<file path="src/sv/bb3_pkg.sv">
// bb3_pkg: shared constants, types and the reciprocal table for the 3x3 box blur
// no dependencies
`timescale 1ns / 1ps
`default_nettype none
package bb3_pkg;

  localparam int MAX_WIDTH  = 1024;
  localparam int MAX_HEIGHT = 4096;

  localparam int COL_W = $clog2(MAX_WIDTH);
  localparam int ROW_W = $clog2(MAX_HEIGHT);
  localparam int WID_W = 11;
  localparam int HGT_W = 13;
  localparam int CFG_W = 13;
  localparam int IDX_W = 1;
  localparam int PIX_W = 24;
  localparam int SUM_W = 12;
  localparam int CNT_W = 4;
  localparam int NUM_W = 13;
  localparam int REC_SHIFT = 18;
  localparam int REC_W = 18;
  localparam int PROD_W = NUM_W + REC_W;
  localparam int Q_DEPTH = 4;
  localparam int Q_PTR_W = $clog2(Q_DEPTH);

  localparam logic [HGT_W-1:0] HEIGHT_RST = HGT_W'(1024);
  localparam logic [WID_W-1:0] WIDTH_RST  = WID_W'(1024);

  localparam logic [IDX_W-1:0] REG_WIDTH  = 1'b0;
  localparam logic [IDX_W-1:0] REG_HEIGHT = 1'b1;

  typedef enum logic [2:0] {
    F_IDLE,
    F_PIX,
    F_PIX2,
    F_DR_A,
    F_DR_B,
    F_DR_PUSH
  } bb3_fstate_t;

  // slot = column * 3 + row, column 0 is the leftmost, row 0 the top
  typedef struct packed {
    logic [8:0][PIX_W-1:0] px;
    logic [8:0]            vld;
    logic                  run_last;
    logic                  frame_last;
  } bb3_job_t;

  // ceil(2^18 / (2 * count)), exact quotient for dividends below 2^13
  function automatic logic [REC_W-1:0] recip(input logic [CNT_W-1:0] cnt);
    logic [REC_W-1:0] r;
    unique case (cnt)
      4'd1:    r = 18'd131072;
      4'd2:    r = 18'd65536;
      4'd3:    r = 18'd43691;
      4'd4:    r = 18'd32768;
      4'd5:    r = 18'd26215;
      4'd6:    r = 18'd21846;
      4'd7:    r = 18'd18725;
      4'd8:    r = 18'd16384;
      4'd9:    r = 18'd14564;
      default: r = '0;
    endcase
    return r;
  endfunction

endpackage
`default_nettype wire

</file>
<file path="src/sv/bb3_back.sv">
// bb3_back: sums the valid window slots, divides by the count with rounding
// and holds the result word; uses bb3_pkg
`timescale 1ns / 1ps
`default_nettype none
module bb3_back (
  input  wire                     clk,
  input  wire                     rst_n,
  input  wire                     q_avail,
  input  wire bb3_pkg::bb3_job_t  q_job,
  output logic                    q_pop,
  output logic                    out_valid,
  input  wire                     out_ready,
  output logic [7:0]              out_red,
  output logic [7:0]              out_green,
  output logic [7:0]              out_blue,
  output logic                    out_run_last,
  output logic                    out_frame_last
);
  import bb3_pkg::*;

  logic va_r, vb_r, vo_r;
  logic en_a, en_b, en_o;
  logic [2:0][SUM_W-1:0] sum_a_r, sum_nxt;
  logic [CNT_W-1:0] cnt_a_r, cnt_nxt;
  logic [1:0] fl_a_r, fl_b_r;
  logic [2:0][PROD_W-1:0] prod_b_r;
  logic [REC_W-1:0] rec;
  logic [2:0][7:0] q_o_r;
  logic [1:0] fl_o_r;

  assign en_o  = !vo_r || out_ready;
  assign en_b  = !vb_r || en_o;
  assign en_a  = !va_r || en_b;
  assign q_pop = q_avail && en_a;

  always_comb begin
    sum_nxt = '0;
    cnt_nxt = '0;
    for (int s = 0; s < 9; s++) begin
      if (q_job.vld[s]) begin
        for (int k = 0; k < 3; k++) begin
          sum_nxt[k] = sum_nxt[k] + SUM_W'(q_job.px[s][8*k +: 8]);
        end
        cnt_nxt = cnt_nxt + CNT_W'(1);
      end
    end
  end

  assign rec = recip(cnt_a_r);

  always_ff @(posedge clk) begin
    if (en_a) begin
      sum_a_r <= sum_nxt;
      cnt_a_r <= cnt_nxt;
      fl_a_r  <= {q_job.run_last, q_job.frame_last};
    end
    if (en_b) begin
      for (int k = 0; k < 3; k++) begin
        prod_b_r[k] <= PROD_W'({sum_a_r[k], 1'b0} + NUM_W'(cnt_a_r)) * PROD_W'(rec);
      end
      fl_b_r <= fl_a_r;
    end
    if (en_o) begin
      for (int k = 0; k < 3; k++) begin
        q_o_r[k] <= prod_b_r[k][REC_SHIFT +: 8];
      end
      fl_o_r <= fl_b_r;
    end
  end

  always_ff @(posedge clk) begin
    if (!rst_n) begin
      va_r <= 1'b0;
      vb_r <= 1'b0;
      vo_r <= 1'b0;
    end else begin
      if (en_a) begin
        va_r <= q_pop;
      end
      if (en_b) begin
        vb_r <= va_r;
      end
      if (en_o) begin
        vo_r <= vb_r;
      end
    end
  end

  assign out_valid      = vo_r;
  assign out_red        = q_o_r[0];
  assign out_green      = q_o_r[1];
  assign out_blue       = q_o_r[2];
  assign out_run_last   = fl_o_r[1];
  assign out_frame_last = fl_o_r[0];

endmodule
`default_nettype wire

</file>
<file path="config.mk">
export PLATFORM = sky130hd
export DESIGN_NAME = bb3_back
export DESIGN_NICKNAME = d
export VERILOG_FILES = /design/src/sv/bb3_pkg.sv /design/src/sv/bb3_back.sv
export SDC_FILE = /design/constraint.sdc
export NUM_CORES = 2
export LEC_CHECK = 0
export BUFFER_PORTS_ARGS = -buffer_cell sky130_fd_sc_hd__buf_2
export CAP_MARGIN = 30
export CORE_MARGIN = 1.5
export CORE_UTILIZATION = 50
export CTS_BUF_LIST = sky130_fd_sc_hd__clkbuf_4
export DETAILED_ROUTE_END_ITERATION = 6
export HOLD_SLACK_MARGIN = 0.03
export PLACE_DENSITY = 0.66
export SLEW_MARGIN = 40
export SYNTH_ARGS = -nofsm -noshare
export SYNTH_HDL_FRONTEND = slang
export SYNTH_SLANG_ARGS = --single-unit
</file>
<file path="constraint.sdc">
create_clock -name clk -period 24.5 [get_ports clk]
set_input_delay 6.125 -clock clk [delete_from_list [all_inputs] [get_ports clk]]
set_output_delay 6.125 -clock clk [all_outputs]
set_load 0.01 [all_outputs]
</file>
==> results.cfg <==
[status]
outcome = complete, no violations

[global_route]
grt_start_max_net_pins = 51
grt_pass1_vias = 29202
grt.total_usage = 0.259
antenna_found_initial = 30
overflow = 0
grt_pass1_wl_mm = 152

[sta]
hold_viol = 0
max_freq_mhz = 66.8
setup_viol = 0
rsz0062_at_grt = false
worst_pin_slew_ps = 805
maxSlewHeadroom = 0.457
fin_crit_sh = 0.611
period_minus_slack_ps = 14970
finClkSkew_ps = 25.8
fin_setup_tns_ps = 0
drv_slew = 0

[detailed_routing]
drtIter0Drc = 1647
wl_per_cell_um = 17.4
wl_met1_mm = 39.4
drc_errors = 0
drt-total-wl_mm = 90.2
wl_met2_mm = 43.0
drtAntennaViolNets = 0
met3_length_mm = 6.22
first_pass_iters = 5
vias = 27763
top_layer_used = met5
viasPerCell = 5.36

[clocking]
cts_root_buf = clkbuf_4
clock_path_buffers = 2
path_clk_slew_ps = 120
cts-resized-gates = 0
cts_hold_buf = 0
cts_tree = built
cts_sinks = 115
insertion_delay_ps = 600
postCtsSetupRepairBufs = 0
h-tree-depth = 4
cts_buffers = 17

[worst_hold_path]
hold_class = reg -> reg

[floorplanning]
start_util = 0.508
fp.dieW_um = 270
io_pins = 259
fp.dieH_um = 270
dieArea_um2 = 73200
core_um2 = 70400
fp-row-count = 97

[logic_synthesis]
synth-edff-count = 94
synth_area_leaders = fa_1 31%, ha_1 14%, edfxtp_1 7.9%, inv_1 6.8%, nand2_1 5.4%
syn_inst = 4026
syn-num-nets = 5218
yosysTopAreaCell = fa_1
ys_ff_latch = 115
syn_avg_cell_area_um2 = 8.89
synth_ff_type = edfxtp_1
syn-cell-area_um2 = 35800
yosys.cell_types.count = 102
ys_seq_area_frac = 0.0907
async_flop_share = 0
synth.top_cell.area_share = 0.309
yosysWarnings = 0

[placement]
gp_congestion = 0.870
dpl-instance-area_um2 = 38100
numPortBuffers = 258
numPlacedInstances = 5124
dpl.hpwl_mm = 72.1

[critical_path]
slowest_stage = fa_1
arrival_ps = 15330
crit_required_ps = 24860
endpoint_kind = flop
cp_common_cell = ha_1
cp-start-kind = input port
crit_path_max_incr_delay_ps = 430
critPathMaxFanout = 26
critPathKind = in -> reg

[final_layout]
layout.nets = 5395
design_area_um2 = 38500
area_growth_pct = 7.56
drive_above_1_share = 0.119
fin_cells = 5179

[run]
cap_viol_max_count = 0
[layout by cell type (no fill, tap or decap), drive strengths merged, types with 145 or more instances in the layout]
| cell type | n |
|---|---|
| ha | 409 |
| xnor2 | 180 |
| nor2b | 185 |
| a21oi | 169 |
| nand2 | 512 |
| inv | 646 |
| buf | 312 |
| fa | 552 |
| o21ai | 145 |
| and2 | 156 |
| nor2 | 158 |
[cells in the mapped netlist (all sizes together), types with 49 or more instances]
cell type	number
a21oi	169
fa	552
xnor2	180
nor2	158
xor2	69
inv	646
mux2	89
nor2b	185
o21ai	145
nand2	512
o21a	49
clkbuf	143
ha	409
edfxtp	94
and2	156
a21o	72
[registers in the layout (all words and copies together), names as in the netlist]
| name | count |
|---|---|
| cnt_a_r | 4 |
| fl_a_r | 2 |
| fl_b_r | 2 |
| fl_o_r | 2 |
| out_blue | 8 |
| out_green | 8 |
| out_red | 8 |
| out_valid | 1 |
| prod_b_r | 24 |
| rec | 18 |
| sum_a_r | 36 |
| va_r | 1 |
| vb_r | 1 |
[worst paths after layout]
check | from | end | slack, ps | cells after the start
setup / recovery | q_job[2] | sum_a_r[34]$_DFFE_PN_ | 9530 | 46
hold / removal | prod_b_r[82]$_DFFE_PP_ | out_blue[2]$_DFFE_PP_ | 420 | 0
setup reg to reg | cnt_a_r[2]$_DFFE_PN_ | prod_b_r[25]$_DFFE_PP_ | 15100 | 28
hold reg to reg | prod_b_r[82]$_DFFE_PP_ | out_blue[2]$_DFFE_PP_ | 420 | 0
[worst max-delay path: cells and delay by family]
family	cells	cell delay (ps)
adder cells (fa/ha/maj)	9	2880
XOR/XNOR	1	150
multiplexers	2	560
AND/OR/NAND/NOR	7	1290
AO/OA/AOI/OAI	25	3940
buffers and inverters	2	380
[layer usage]
layer  track usage  up-vias
li1              -    13264
met1         0.345    13580
met2         0.438      794
met3        0.0462      113
met4        0.0601       12
met5             0        -
[stage by stage]
stage,utilization,worst slack (ps),hold WS (ps)
after floorplan,-,9860,400
after global placement,0.541,9160,401
after detailed placement,0.541,8940,405
after CTS,0.546,9610,423
after global routing,0.546,8630,429
final,0.547,9530,419
[final cells by class]
| type | instances | area [µm²] |
|---|---|---|
| flip-flops and latches | 115 | 3240 |
| clock buffers | 20 | 150 |
| fillers | 6560 | 31900 |
| repair buffers | 312 | 1700 |
| clock inverters | 12 | 163 |
| well taps | 940 | 1180 |
| multi-input cells | 3110 | 29600 |
| diodes | 23 | 57.6 |
| inverters | 647 | 2430 |
[kinds of logic after synthesis]
| group | count (synthesis) | share of synthesized area |
|---|---|---|
| xor gates and xnor gates | 252 | 0.0663 |
| muxes | 119 | 0.0365 |
| adders and majority gates | 964 | 0.453 |
| AOI/OAI and AO/OA | 604 | 0.110 |
| and+or+nand+nor | 1171 | 0.159 |
| DFF | 115 | 0.0907 |
| buffers and inverters | 801 | 0.0847 |
Power is left out: the tool's default activity adds up to more than one toggle a clock period on the data nets, which glitch-free logic cannot reach.
