==> config.mk <==
export PLATFORM = sky130hd
export DESIGN_NAME = bb3_queue
export DESIGN_NICKNAME = d
export VERILOG_FILES = /design/src/sv/bb3_pkg.sv /design/src/sv/bb3_queue.sv
export SDC_FILE = /design/constraint.sdc
export NUM_CORES = 1
export LEC_CHECK = 0
export ABC_AREA = 1
export BUFFER_PORTS_ARGS = -buffer_cell sky130_fd_sc_hd__buf_2
export CORE_MARGIN = 10
export CORE_UTILIZATION = 52
export DETAILED_ROUTE_END_ITERATION = 7
export PLACE_DENSITY = 0.73
export SLEW_MARGIN = 40
export SYNTH_ARGS = -nofsm -noshare
export SYNTH_HDL_FRONTEND = slang
export SYNTH_SLANG_ARGS = --single-unit
export TNS_END_PERCENT = 20
==> constraint.sdc <==
create_clock -name clk -period 13.6 [get_ports clk]
set_input_delay 0.68 -clock clk [delete_from_list [all_inputs] [get_ports clk]]
set_output_delay 0.68 -clock clk [all_outputs]
set_load 0.02 [all_outputs]
==> src/sv/bb3_pkg.sv <==
// bb3_pkg: shared constants, types and the reciprocal table for the 3x3 box blur
// no dependencies
`timescale 1ns / 1ps
`default_nettype none
package bb3_pkg;

  localparam int MAX_WIDTH  = 1024;
  localparam int MAX_HEIGHT = 4096;

  localparam int COL_W = $clog2(MAX_WIDTH);
  localparam int ROW_W = $clog2(MAX_HEIGHT);
  localparam int WID_W = 11;
  localparam int HGT_W = 13;
  localparam int CFG_W = 13;
  localparam int IDX_W = 1;
  localparam int PIX_W = 24;
  localparam int SUM_W = 12;
  localparam int CNT_W = 4;
  localparam int NUM_W = 13;
  localparam int REC_SHIFT = 18;
  localparam int REC_W = 18;
  localparam int PROD_W = NUM_W + REC_W;
  localparam int Q_DEPTH = 4;
  localparam int Q_PTR_W = $clog2(Q_DEPTH);

  localparam logic [HGT_W-1:0] HEIGHT_RST = HGT_W'(1024);
  localparam logic [WID_W-1:0] WIDTH_RST  = WID_W'(1024);

  localparam logic [IDX_W-1:0] REG_WIDTH  = 1'b0;
  localparam logic [IDX_W-1:0] REG_HEIGHT = 1'b1;

  typedef enum logic [2:0] {
    F_IDLE,
    F_PIX,
    F_PIX2,
    F_DR_A,
    F_DR_B,
    F_DR_PUSH
  } bb3_fstate_t;

  // slot = column * 3 + row, column 0 is the leftmost, row 0 the top
  typedef struct packed {
    logic [8:0][PIX_W-1:0] px;
    logic [8:0]            vld;
    logic                  run_last;
    logic                  frame_last;
  } bb3_job_t;

  // ceil(2^18 / (2 * count)), exact quotient for dividends below 2^13
  function automatic logic [REC_W-1:0] recip(input logic [CNT_W-1:0] cnt);
    logic [REC_W-1:0] r;
    unique case (cnt)
      4'd1:    r = 18'd131072;
      4'd2:    r = 18'd65536;
      4'd3:    r = 18'd43691;
      4'd4:    r = 18'd32768;
      4'd5:    r = 18'd26215;
      4'd6:    r = 18'd21846;
      4'd7:    r = 18'd18725;
      4'd8:    r = 18'd16384;
      4'd9:    r = 18'd14564;
      default: r = '0;
    endcase
    return r;
  endfunction

endpackage
`default_nettype wire

==> src/sv/bb3_queue.sv <==
// bb3_queue: short job queue between front and back
// uses bb3_pkg
`timescale 1ns / 1ps
`default_nettype none
module bb3_queue (
  input  wire                      clk,
  input  wire                      rst_n,
  input  wire                      push,
  input  wire bb3_pkg::bb3_job_t   push_job,
  output logic                     room,
  input  wire                      pop,
  output logic                     avail,
  output bb3_pkg::bb3_job_t        pop_job
);
  import bb3_pkg::*;

  bb3_job_t mem_r [Q_DEPTH];
  logic [Q_PTR_W-1:0] wp_r, rp_r;
  logic [Q_PTR_W:0]   cnt_r;
  logic do_push, do_pop;

  assign room    = (cnt_r != (Q_PTR_W+1)'(Q_DEPTH));
  assign avail   = (cnt_r != '0);
  assign pop_job = mem_r[rp_r];
  assign do_push = push && room;
  assign do_pop  = pop && avail;

  always_ff @(posedge clk) begin
    if (do_push) begin
      mem_r[wp_r] <= push_job;
    end
  end

  always_ff @(posedge clk) begin
    if (!rst_n) begin
      wp_r  <= '0;
      rp_r  <= '0;
      cnt_r <= '0;
    end else begin
      if (do_push) begin
        wp_r <= wp_r + Q_PTR_W'(1);
      end
      if (do_pop) begin
        rp_r <= rp_r + Q_PTR_W'(1);
      end
      if (do_push && !do_pop) begin
        cnt_r <= cnt_r + (Q_PTR_W+1)'(1);
      end else if (do_pop && !do_push) begin
        cnt_r <= cnt_r - (Q_PTR_W+1)'(1);
      end
    end
  end

endmodule
`default_nettype wire

==> summary.txt, run 1 <==
Run status
  – Outcome: finished clean

Route
  – 1st-pass router iterations: 5
  – Drt drc: 0
  – Routed vias/inst: 5.77
  – 1st-iter DRT viols: 1,934
  – Routed via count: around 21,000
  – DRT antenna net count: 0
  – Total routed wirelength: roughly 84 mm
  – Routed WL per cell: ~23 um

Global route
  – Gr usage total: a little over a fifth
  – Number of global-route vias before repair: 20,400
  – Initial antenna violation count: 33
  – GR Layer Usage met3: just over 5%
  – Most used routing layer: met2
  – Largest net degree at the start of global routing: around 160
  – Met1 Use GR: between 20% and 30%
  – Global route overflow: 0
  – Met2 usage: between 30% and 40%
  – First-pass GRT wire length: approximately 120 mm

STA
  – FMAX: between 0.2 and 0.25 GHz
  – Final setup TNS: 0 ns
  – Crit share post-route: roughly a third
  – Final setup violation count: 0
  – Hold Fails Final Rpt: 0
  – RSZ-0062 raised after global routing: false
  – Skew final: roughly 0.023 ns
  – Slew Limit Fails: 0
  – Relative slew slack: 44.3%
  – Worst-margin pin slew: approximately 0.84 ns
  – Min Tclk post-route: ~4.5 ns

Critical path
  – R2R Path End: mem_r[1][201]$_DFFE_PP_
  – CP endpoint kind: output pin
  – CP Class: flop to output pin
  – Worst EP required: 12.92 ns
  – Slowest cell on the critical path: buf_6
  – R2r startpoint: cnt_r[0]$_SDFFE_PN0P_
  – Crit path DAT: ~3.8 ns
  – Most frequent CP cell: buf_6
  – Worst path cell trace: buf_12 -> clkinv_8 -> buf_6 -> buf_6 -> o21ai_0 -> o22ai_1 -> buf_2
  – Worst R2R Path Depth: 7
  – Critical Path Start Type: flop
  – Reg2Reg Setup Slack: 10.33 ns
  – Crit path max fanout: 162
  – CP peak stage delay: 0.62 ns

Synth
  – Post-synthesis cell type count: 18
  – Top-area cell type share of the netlist area: about four fifths
  – Synth Register Bits: between 900 and 1,000
  – Post-synth top area cell: edfxtp_1
  – Area contributors post-synth: edfxtp_1, o21ai_0, nor2_1
  – YS warnings: 0
  – Post-Syn Instances: 2,263
  – Post-Syn Nets: ~2,500
  – Post-synthesis sequential area ratio: around 80%
  – Syn Area/Cell: about 15 sq um
  – Post-Syn Area: ~0.034 sq mm

Clocking
  – CTS buffer count: between 90 and 100
  – CTS tree: yes
  – Resized cells post-CTS: 0
  – Post-CTS setup buffer count: 0
  – Clk buf depth: 3
  – CTS Hold Bufs: 0
  – Sink Count: just over 900
  – CTS H-tree lvls: 3
  – Clk_lat worst skew: approximately 0.63 ns
  – Root buf cell: clkbuf_16
  – Clock transition at the registers of the reported paths: around 0.06 ns

Cells and area
  – Area occupied by multi-input gates: around 0.0057 sq mm
  – Filler cells: 4,628
  – Layout cell share with drive strength beyond 1: 22.3%
  – Reg area: 0.0275 sq mm
  – P&R area growth vs syn: 17.9%
  – Final layout net count: approximately 3,000

Power and ir drop
  – Worst vdd ir: about 160 uV
  – Power Dens Cells: about 200 mW/mm^2
  – Total Power: between 0.007 and 0.008 W
  – P_leak: ~14 nW

Placed design
  – HPWL after detailed placement: between 40 and 50 mm
  – Port buffer count: between 400 and 500
  – Routability cong.: around 0.8

Floorplan
  – Die Y: between 200 and 300 um
  – Die width: 275 um
  – # IOs: 460
  – Starting Density: 52.5%
  – Cell Rows: 93
  – Core Region: ~0.064 sq mm
  – Full die area: between 0.07 and 0.08 sq mm

Job
  – Max_cap viols: 0

Min path
  – Hold WC Path Type: input pin to flop
  – WHS Endpoint: mem_r[1][27]$_DFFE_PP_
  – Hold Path Depth: 1
  – Min-delay src: push_job[27]
[cells by family after synthesis]
kind of cell | synth area share [%]
AND/OR/NAND/NOR | 5.45
adder cells (fa/ha/maj) | 0.244
flip-flops | 81.2
AO/OA/AOI/OAI | 11.0
XOR/XNOR | 0.0259
buffers and inverters | 2.06
[synth_stat cells, drive strengths merged]
| master | instances |
|---|---|
| edfxtp | 908 |
| fa | 1 |
| buf | 36 |
| nor2 | 468 |
| ha | 5 |
| nand3b | 1 |
| xor2 | 1 |
| o21ai | 455 |
| nand2 | 15 |
| nand3 | 4 |
| a21oi | 3 |
| clkbuf | 114 |
| dfxtp | 9 |
| o22ai | 227 |
| inv | 16 |
[through the flow]
step	utilization [%]	setup slack (ns)	instances	cell area [sq um]	hold WS, ns
2_1_floorplan	-	2.55	2263	33800	0.465
5_1_grt	61.9	8.82	3640	39800	0.230
6_report	61.9	9.09	3650	39800	0.256
3_5_place_dp	57.4	9.38	3451	36900	0.492
3_3_place_gp	57.1	9.15	3447	36800	0.484
4_1_cts	61.7	8.68	3617	39700	0.209
[worst max-delay path, delay by kind of cell, from the launching register on]
| kind | cells | cell delay (ns) |
|---|---|---|
| buf+inv | 5 | 2.09 |
| flops | 1 | 0.47 |
| compound gates | 2 | 0.41 |
[report_power, final]
part	switching (W)	internal [W]
Sequential	0.0000806	0.00343
Combinational	0.00151	0.000543
Clock	0.00102	0.00132
[flip-flops by register name, indices dropped and copies added, names as in the netlist, named ones only]
| register | count |
|---|---|
| cnt_r | 3 |
| mem_r | 908 |
| rp_r | 2 |
| wp_r | 2 |
[cell type report]
class / count / area share, %
timing repair buffer: 485 / 6.77
tap: 855 / 2.69
clock inverter: 57 / 1.04
sequential: 917 / 68.9
antenna: 31 / 0.195
clock buffer: 109 / 5.94
inverter: 16 / 0.201
multi-input combinational: 1180 / 14.2
[routing by layer]
layer	vias up	share of wire [%]
met5	-	0.18
met4	22	4.4
met3	193	7.5
met2	794	50
met1	10600	38
li1	9483	-
[how the worst max path moves through the flow]
| stage | from | to | slack, ns | cells after the start |
|---|---|---|---|---|
| 2_1_floorplan | cnt_r[0]$_SDFFE_PN0P_ | mem_r[0][0]$_DFFE_PP_ | 2.55 | 4 |
| 3_3_place_gp | flop | pop_job[195] | 9.15 | 6 |
| 3_5_place_dp | flop | pop_job[195] | 9.38 | 6 |
| 4_1_cts | flop | pop_job[187] | 8.68 | 6 |
| 5_1_grt | flop | pop_job[217] | 8.82 | 7 |
| 6_report | flop | pop_job[217] | 9.09 | 7 |
[layout by cell type (no fill, tap or decap), drive strengths merged]
master	n
a21oi	3
buf	484
bufinv	4
clkbuf	110
clkinv	44
clkinvlp	4
dfxtp	9
diode	31
edfxtp	908
fa	1
ha	5
inv	21
nand2	15
nand3	4
nand3b	1
nor2	468
o21ai	455
o22ai	227
xor2	1
No activity file was read; power rests on OpenSTA's default activity.
==> run 2, diff against run 1 <==
==> constraint.sdc (replaced) <==
create_clock -name clk -period 4.5 [get_ports clk]
set_input_delay 0.225 -clock clk [delete_from_list [all_inputs] [get_ports clk]]
set_output_delay 0.225 -clock clk [all_outputs]
set_load 0.02 [all_outputs]
==> run 2 against run 1 <==
  * Clock-buffer cell count increased by 1
  * Clock power increased to 3.2 times the previous value
  * Register-to-register slack got worse by 8.1 ns
  * Via count increased by 5.2%
  * Critical endpoint is now pop_job[9]
==> summary.txt, run 2 (synthesis gave the netlist of run 1 again) <==
Run status
  – Outcome: finished clean

STA
  – Crit share post-route: between 70 and 80%
  – Final setup violation count: 0 (unchanged)
  – Skew final: 0.0386 ns (+0.0160 ns)
  – Worst-margin pin slew: 0.833 ns (-0.00182 ns)
  – Final setup TNS: 0 ns (unchanged)
  – Hold Fails Final Rpt: 0 (unchanged)
  – Slew Limit Fails: 0 (unchanged)
  – Relative slew slack: 44.4% (+0.12 points)
  – Min Tclk post-route: 3.40 ns
  – FMAX: about 0.29 GHz
  – RSZ-0062 raised after global routing: false

Route
  – DRT antenna net count: 0 (unchanged)
  – Routed WL per cell: 22.5 um (-1.8%)
  – 1st-iter DRT viols: 2,229 (+15%)
  – Total routed wirelength: 87.0 mm (+4.1%)
  – Drt drc: 0 (unchanged)
  – 1st-pass router iterations: 5 (unchanged)
  – Routed via count: 22,200 (+5.2%)
  – Routed vias/inst: 5.73 (-0.74%)

Critical path
  – Crit path DAT: 3.18 ns (-0.65 ns)
  – CP Class: flop to output pin
  – Worst EP required: 4.28 ns (-8.64 ns)
  – Reg2Reg Setup Slack: 2.19 ns (-8.14 ns)
  – CP endpoint kind: output pin
  – Crit path max fanout: 72 (-56%)
  – Critical Path Start Type: flop

Placed design
  – Routability cong.: 0.788 (-0.99%)
  – HPWL after detailed placement: 49.3 mm (+0.73%)
  – Port buffer count: 459 (unchanged)

Global route
  – Global route overflow: 0 (unchanged)
  – Largest net degree at the start of global routing: 195 (+20%)
  – Initial antenna violation count: 10 (-70%)
  – Number of global-route vias before repair: 22,300 (+9.6%)
  – First-pass GRT wire length: 130 mm (+6.3%)
  – Gr usage total: 22.2% (+0.97 points)

Clocking
  – Post-CTS setup buffer count: 0 (unchanged)
  – Clk buf depth: 3 (unchanged)
  – CTS tree: yes
  – Root buf cell: clkbuf_16
  – Sink Count: 917 (unchanged)
  – Resized cells post-CTS: 0 (unchanged)
  – Clk_lat worst skew: 0.65 ns (+0.02 ns)
  – CTS Hold Bufs: 231 (+231)
  – CTS H-tree lvls: 3 (unchanged)
  – CTS buffer count: 91 (unchanged)
  – Clock transition at the registers of the reported paths: 0.06 ns (about the same)

Floorplan
  – Core Region: 0.0643 sq mm (unchanged)
  – Cell Rows: 93 (unchanged)
  – # IOs: 460 (unchanged)
  – Starting Density: 52.5% (unchanged)
  – Die width: 275 um (unchanged)
  – Die Y: 275 um (unchanged)
  – Full die area: 0.0756 sq mm (unchanged)

Cells and area
  – Most flops, register: mem_r
  – Most common cell after layout, fill and taps aside: edfxtp_1
  – Largest registers: mem_r x908, cnt_r x3
  – Layout cell share with drive strength beyond 1: 21.2% (-1.0 points)
  – Filler cells: 4,290 (-7.3%)
  – Max reg flops: 908 (unchanged)
  – P&R area growth vs syn: 25.7%
  – Final layout net count: 3,168 (+8.2%)
  – Most frequent cells in the layout: edfxtp_1, nor2_1, buf_2, o21ai_0, dlygate4sd3_1

Power and ir drop
  – Int Power: 0.0166 W (+210%)
  – Total Power: 0.0247 W (+210%)
  – Clock power frac: 30.7% (+1.1 points)
  – Sequential power share: 42.9% (-1.5 points)
  – Worst vdd ir: 443 uV (+170%)
  – Gate power share: 26.4% (+0.4 points)
  – P_leak: 14.9 nW (+8.2%)
  – Switch share: 32.7% (-0.34 points)
  – Net Sw Power: 0.00808 W (+210%)
  – Power Dens Cells: 582 mW/mm^2 (+190%)

Job
  – Max_cap viols: 0 (unchanged)

Min path
  – Hold WC Path Type: input pin to flop
run 2: changes by cell type in the layout (fill, tap and decap cells not counted), sizes merged:
| cell | before | now |
|---|---|---|
| buf | 484 | 494 |
| bufinv | 4 | 10 |
| clkinv | 44 | 31 |
| clkinvlp | 4 | 6 |
| diode | 31 | 15 |
| dlygate4sd3 | 0 | 231 |
run 2: final cells by class:
cell class / instances / area, sq um / share of cell area (%)
Antenna cell: 15 / 37.5 / 0.0884
Multi-Input combinational cell: 1180 / 5690 / 13.4
Clock buffer: 110 / 2410 / 5.68
Clock inverter: 52 / 599 / 1.41
Sequential cell: 917 / 27500 / 64.6
Timing Repair Buffer: 725 / 5140 / 12.1
Tap cell: 855 / 1070 / 2.52
Inverter: 16 / 72.6 / 0.171
run 2: critical path, stage by stage (launching register included):
cell and delay [ns]:
dfxtp_4 0.61, buf_4 0.44, buf_4 0.66, o21ai_0 0.22, o22ai_1 0.29, buf_2 0.23
run 2: final timing paths:
check,start,endpoint,cells past startpoint
setup reg to reg,wp_r[0]$_SDFFE_PN0P_,mem_r[2][190]$_DFFE_PP_,6
hold reg to reg,rp_r[0]$_SDFFE_PN0P_,flop,2
hold / removal,push_job[18],mem_r[0][18]$_DFFE_PP_,2
setup / recovery,flop,pop_job[9],5
run 2: per-stage QoR:
step	area, sq um	cells	hold WS (ns)	worst slack [ns]	utilization, %
CTS	42400	3853	0.295	1.10	65.9
global placement	36900	3454	0.433	1.85	57.3
finish	42500	3870	0.325	1.10	66.0
detailed placement	37100	3460	0.440	1.79	57.6
floorplan	33800	2263	0.324	0.00882	-
global route	42500	3861	0.319	0.898	66.0
run 2: per-layer routing:
metal	up-vias	part of all wire, %	track usage, %
li1	9931	-	-
met1	11100	37	26.6
met2	962	52	38.6
met3	185	7.9	4.71
met4	6	3.4	9.16
met5	-	0.045	0
run 2: power by group through the flow:
stage	sequential [W]	combinational, W	clock, W
2_1_floorplan	0.0108	0.00384	0
3_3_place_gp	0.0107	0.00608	0
3_5_place_dp	0.0108	0.00627	0
4_1_cts	0.0106	0.00648	0.00770
5_1_grt	0.0107	0.00698	0.00806
6_report	0.0106	0.00652	0.00759
==> run 3, diff against run 2 <==
--- a/config.mk
+++ b/config.mk
@@ -5,7 +5,7 @@
 export SDC_FILE = /design/constraint.sdc
 export NUM_CORES = 1
 export LEC_CHECK = 0
-export ABC_AREA = 1
+export ABC_AREA = 0
 export BUFFER_PORTS_ARGS = -buffer_cell sky130_fd_sc_hd__buf_2
 export CORE_MARGIN = 10
 export CORE_UTILIZATION = 52
==> constraint.sdc (replaced) <==
create_clock -name clk -period 3.37 [get_ports clk]
set_input_delay 0.1685 -clock clk [delete_from_list [all_inputs] [get_ports clk]]
set_output_delay 0.1685 -clock clk [all_outputs]
set_load 0.02 [all_outputs]
==> run 3 against run 2 <==
  * Register-to-register slack got worse by 1.4 ns
  * Non-clock buffer count increased by 28
  * Worst setup slack got worse by 0.47 ns
  * Combinational power increased by 33%
  * Final area decreased by 0.62%
  * Critical path depth decreased by 2
  * Cell count decreased by 24%
  * Clock power increased by 25%
  * Hold slack got worse by 0.27 ns
  * Synthesized cell count decreased by 46%
  * Sequential share of layout area increased by 0.39 points
  * Critical path type unchanged
  * Largest cell class unchanged
==> summary.txt, run 3 <==
Run status
  – Outcome: finished clean

Clocking
  – Clk_lat worst skew: 0.62 ns (-0.03 ns)
  – Sink Count: 917 (unchanged)
  – Resized cells post-CTS: 0 (unchanged)
  – CTS H-tree lvls: 3 (unchanged)
  – Clock transition at the registers of the reported paths: 0.06 ns (about the same)
  – Root buf cell: clkbuf_16
  – Clk buf depth: 3 (unchanged)
  – CTS buffer count: 89 (-2.2%)
  – CTS Hold Bufs: 228 (-1.3%)
  – CTS tree: yes
  – Post-CTS setup buffer count: 0 (unchanged)

Route
  – Total routed wirelength: 75.7 mm (-13%)
  – 1st-pass router iterations: 5 (unchanged)
  – Routed vias/inst: 5.56 (-2.9%)
  – 1st-iter DRT viols: 1,284 (-42%)
  – Routed WL per cell: 25.7 um (+14%)
  – DRT antenna net count: 0 (unchanged)
  – Routed via count: 16,400 (-26%)
  – Drt drc: 0 (unchanged)

Global route
  – Initial antenna violation count: 9 (-1)
  – Largest net degree at the start of global routing: 92 (-53%)
  – First-pass GRT wire length: 113 mm (-13%)
  – Gr usage total: 20.2% (-1.9 points)
  – Global route overflow: 0 (unchanged)
  – Number of global-route vias before repair: 17,700 (-21%)

Critical path
  – R2r startpoint: cnt_r[0]$_SDFFE_PN0P_
  – Worst EP required: 3.20 ns (-1.08 ns)
  – CP Class: flop to output pin
  – Worst setup path endpoint: pop_job[176]
  – Crit path max fanout: 22 (-69%)
  – Slowest cell on the critical path: dfxtp_4
  – R2R Path End: cnt_r[2]$_SDFFE_PN0P_
  – Critical Path Start Type: flop
  – Reg2Reg Setup Slack: 0.80 ns (-1.39 ns)
  – Worst R2R Path Depth: 8 (+2)
  – CP peak stage delay: 0.65 ns (about the same)
  – CP endpoint kind: output pin
  – Crit path DAT: 2.58 ns (-0.60 ns)
  – Worst path cell trace: buf_4 -> mux4_2 -> buf_2

Cells and area
  – Max reg flops: 908 (unchanged)
  – Largest registers: mem_r x908, cnt_r x3
  – Most flops, register: mem_r
  – Layout cell share with drive strength beyond 1: 41.8% (+21 points)
  – P&R area growth vs syn: 27.4%
  – Final layout net count: 2,263 (-29%)
  – Design area: 0.0422 sq mm (-0.62%)
  – Most common cell after layout, fill and taps aside: edfxtp_1
  – Most frequent cells in the layout: edfxtp_1, buf_2, dlygate4sd3_1, mux4_2, clkbuf_16

Power and ir drop
  – Worst vdd ir: 556 uV (+25%)
  – P_leak: 14.3 nW (-4.0%)
  – Power Dens Cells: 767 mW/mm^2 (+32%)

Synth
  – Post-Syn Nets: 1,470 (-41%)
  – Syn Area/Cell: 26.9 sq um (+80%)
  – Top-count cell post-synth: edfxtp_1
  – Post-synthesis sequential area ratio: 82.8% (+1.6 points)
  – Main synth FF type: edfxtp_1
  – Top-area cell type share of the netlist area: 82.3% (+1.6 points)
  – Post-Syn Instances: 1,233 (-46%)
  – Most frequent cells after synthesis: edfxtp_1, mux4_2, buf_2
  – Synth Area in Simple Gates: 0.276% (-5.2 points)
  – Synth Area in Compound Gates: 0.110% (-11 points)
  – Area contributors post-synth: edfxtp_1, mux4_2, dfxtp_1
  – Synth Area in XOR/XNOR: 0.106% (+0.080 points)
  – Mux cell area share after synthesis: 15.5% (+16 points)
  – Largest family of logic cells by synthesized area: multiplexers
  – Synth Register Bits: 917 (unchanged)
  – Adder-Cell Fraction of Synth Area: 0.249% (+0.0048 points)
  – YS warnings: 0 (unchanged)
  – Post-Syn Area: 0.0331 sq mm (-1.9%)
  – Post-synth top area cell: edfxtp_1
  – Post-synthesis cell type count: 24 (+6)
  – Number of synthesized flops with an enable pin: 908 (unchanged)
  – Share of flip-flops with an asynchronous set or reset: 0% (unchanged)

STA
  – Worst setup margin: 0.626 ns (-0.472 ns)
  – RSZ-0062 raised after global routing: false
  – Final setup TNS: 0 ns (unchanged)
  – Hold Fails Final Rpt: 0 (unchanged)
  – Skew final: 0.0185 ns (-0.0201 ns)
  – Hold_ws: 0.0579 ns (-0.267 ns)
  – Slew Limit Fails: 0 (unchanged)
  – Min Tclk post-route: 2.74 ns
  – Crit share post-route: 81.4%
  – Relative slew slack: 53.5% (+9.0 points)
  – Final setup violation count: 0 (unchanged)
  – Worst-margin pin slew: 0.698 ns (-0.136 ns)
  – FMAX: ~0.36 GHz

Floorplan
  – Full die area: 0.0742 sq mm (-1.8%)
  – # IOs: 460 (unchanged)
  – Die width: 272 um (-0.89%)
  – Starting Density: 52.5% (about the same)
  – Core Region: 0.0631 sq mm (-2.0%)
  – Die Y: 272 um (-0.89%)
  – Cell Rows: 92 (-1.1%)

Placed design
  – HPWL after detailed placement: 47.3 mm (-4.1%)
  – Routability cong.: 0.785 (-0.37%)
  – Post-Place Cell Area: 0.0371 sq mm (+0.22%)
  – Pre-CTS setup slack: 0.843 ns (-0.945 ns)
  – Port buffer count: 459 (unchanged)

Job
  – Max_cap viols: 0 (unchanged)

Min path
  – Hold WC Path Type: input pin to flop
==> run 3: logic make-up (layout without fill, tap and decap cells) <==
kind of cell | after synthesis | in the layout
buffers and inverters | 54 | 914
flip-flops | 917 | 917
other | 0 | 8
AND/OR/NAND/NOR | 17 | 17
AO/OA/AOI/OAI | 5 | 5
adder cells (fa/ha/maj) | 6 | 6
XOR/XNOR | 4 | 4
multiplexers | 230 | 230
==> run 3: worst max-delay path: cells and delay by family (launching register included) <==
| kind | cells | cell delay [ns] |
|---|---|---|
| buffers and inverters | 2 | 0.67 |
| flip-flops | 1 | 0.65 |
| multiplexers | 1 | 0.58 |
==> run 3: cell type report <==
type                            count  area, sq um
Sequential cell                   917        27500
Clock buffer                      110         2330
Clock inverter                     48          444
Inverter                            3         11.3
Fill cell                        3910        20900
Tap cell                          846         1060
Timing Repair Buffer              753         5500
Multi-Input combinational cell    262         5400
Antenna cell                        8         20.0
==> run 3: per-layer routing <==
metal  wire (um)  vias up  global-route usage [%]
met2       39800      627                    34.3
met4        2050        4                    6.73
met3        5470      127                    5.00
li1            -     6966                       -
met5          21        -                       0
met1       28400     8665                    25.4
==> run 3: metrics by stage <==
step / std cells / utilization, % / total power (W)
5_1_grt: 2946 / 66.9 / 0.0336
6_report: 2947 / 66.9 / 0.0324
4_1_cts: 2939 / 66.9 / 0.0327
3_5_place_dp: 2553 / 58.9 / 0.0230
3_3_place_gp: 2553 / 58.9 / 0.0229
2_1_floorplan: 1233 / - / 0.0199
==> run 3: report_power, final <==
group / switching, W / internal, W
Clock: 0.00403 / 0.00545
Combinational: 0.00503 / 0.00368
Sequential: 0.000377 / 0.0138
==> run 3: worst min path at each step <==
| stage | from | endpoint | slack, ns | cells past startpoint |
|---|---|---|---|---|
| finish | pop | rp_r[0]$_SDFFE_PN0P_ | 0.06 | 4 |
| global route | pop | rp_r[0]$_SDFFE_PN0P_ | 0.05 | 4 |
| CTS | pop | rp_r[0]$_SDFFE_PN0P_ | 0.02 | 4 |
| detailed placement | push_job[110] | mem_r[0][110]$_DFFE_PP_ | 0.38 | 1 |
| global placement | push_job[92] | mem_r[0][92]$_DFFE_PP_ | 0.38 | 1 |
| floorplan | push_job[0] | mem_r[0][0]$_DFFE_PP_ | 0.27 | 0 |
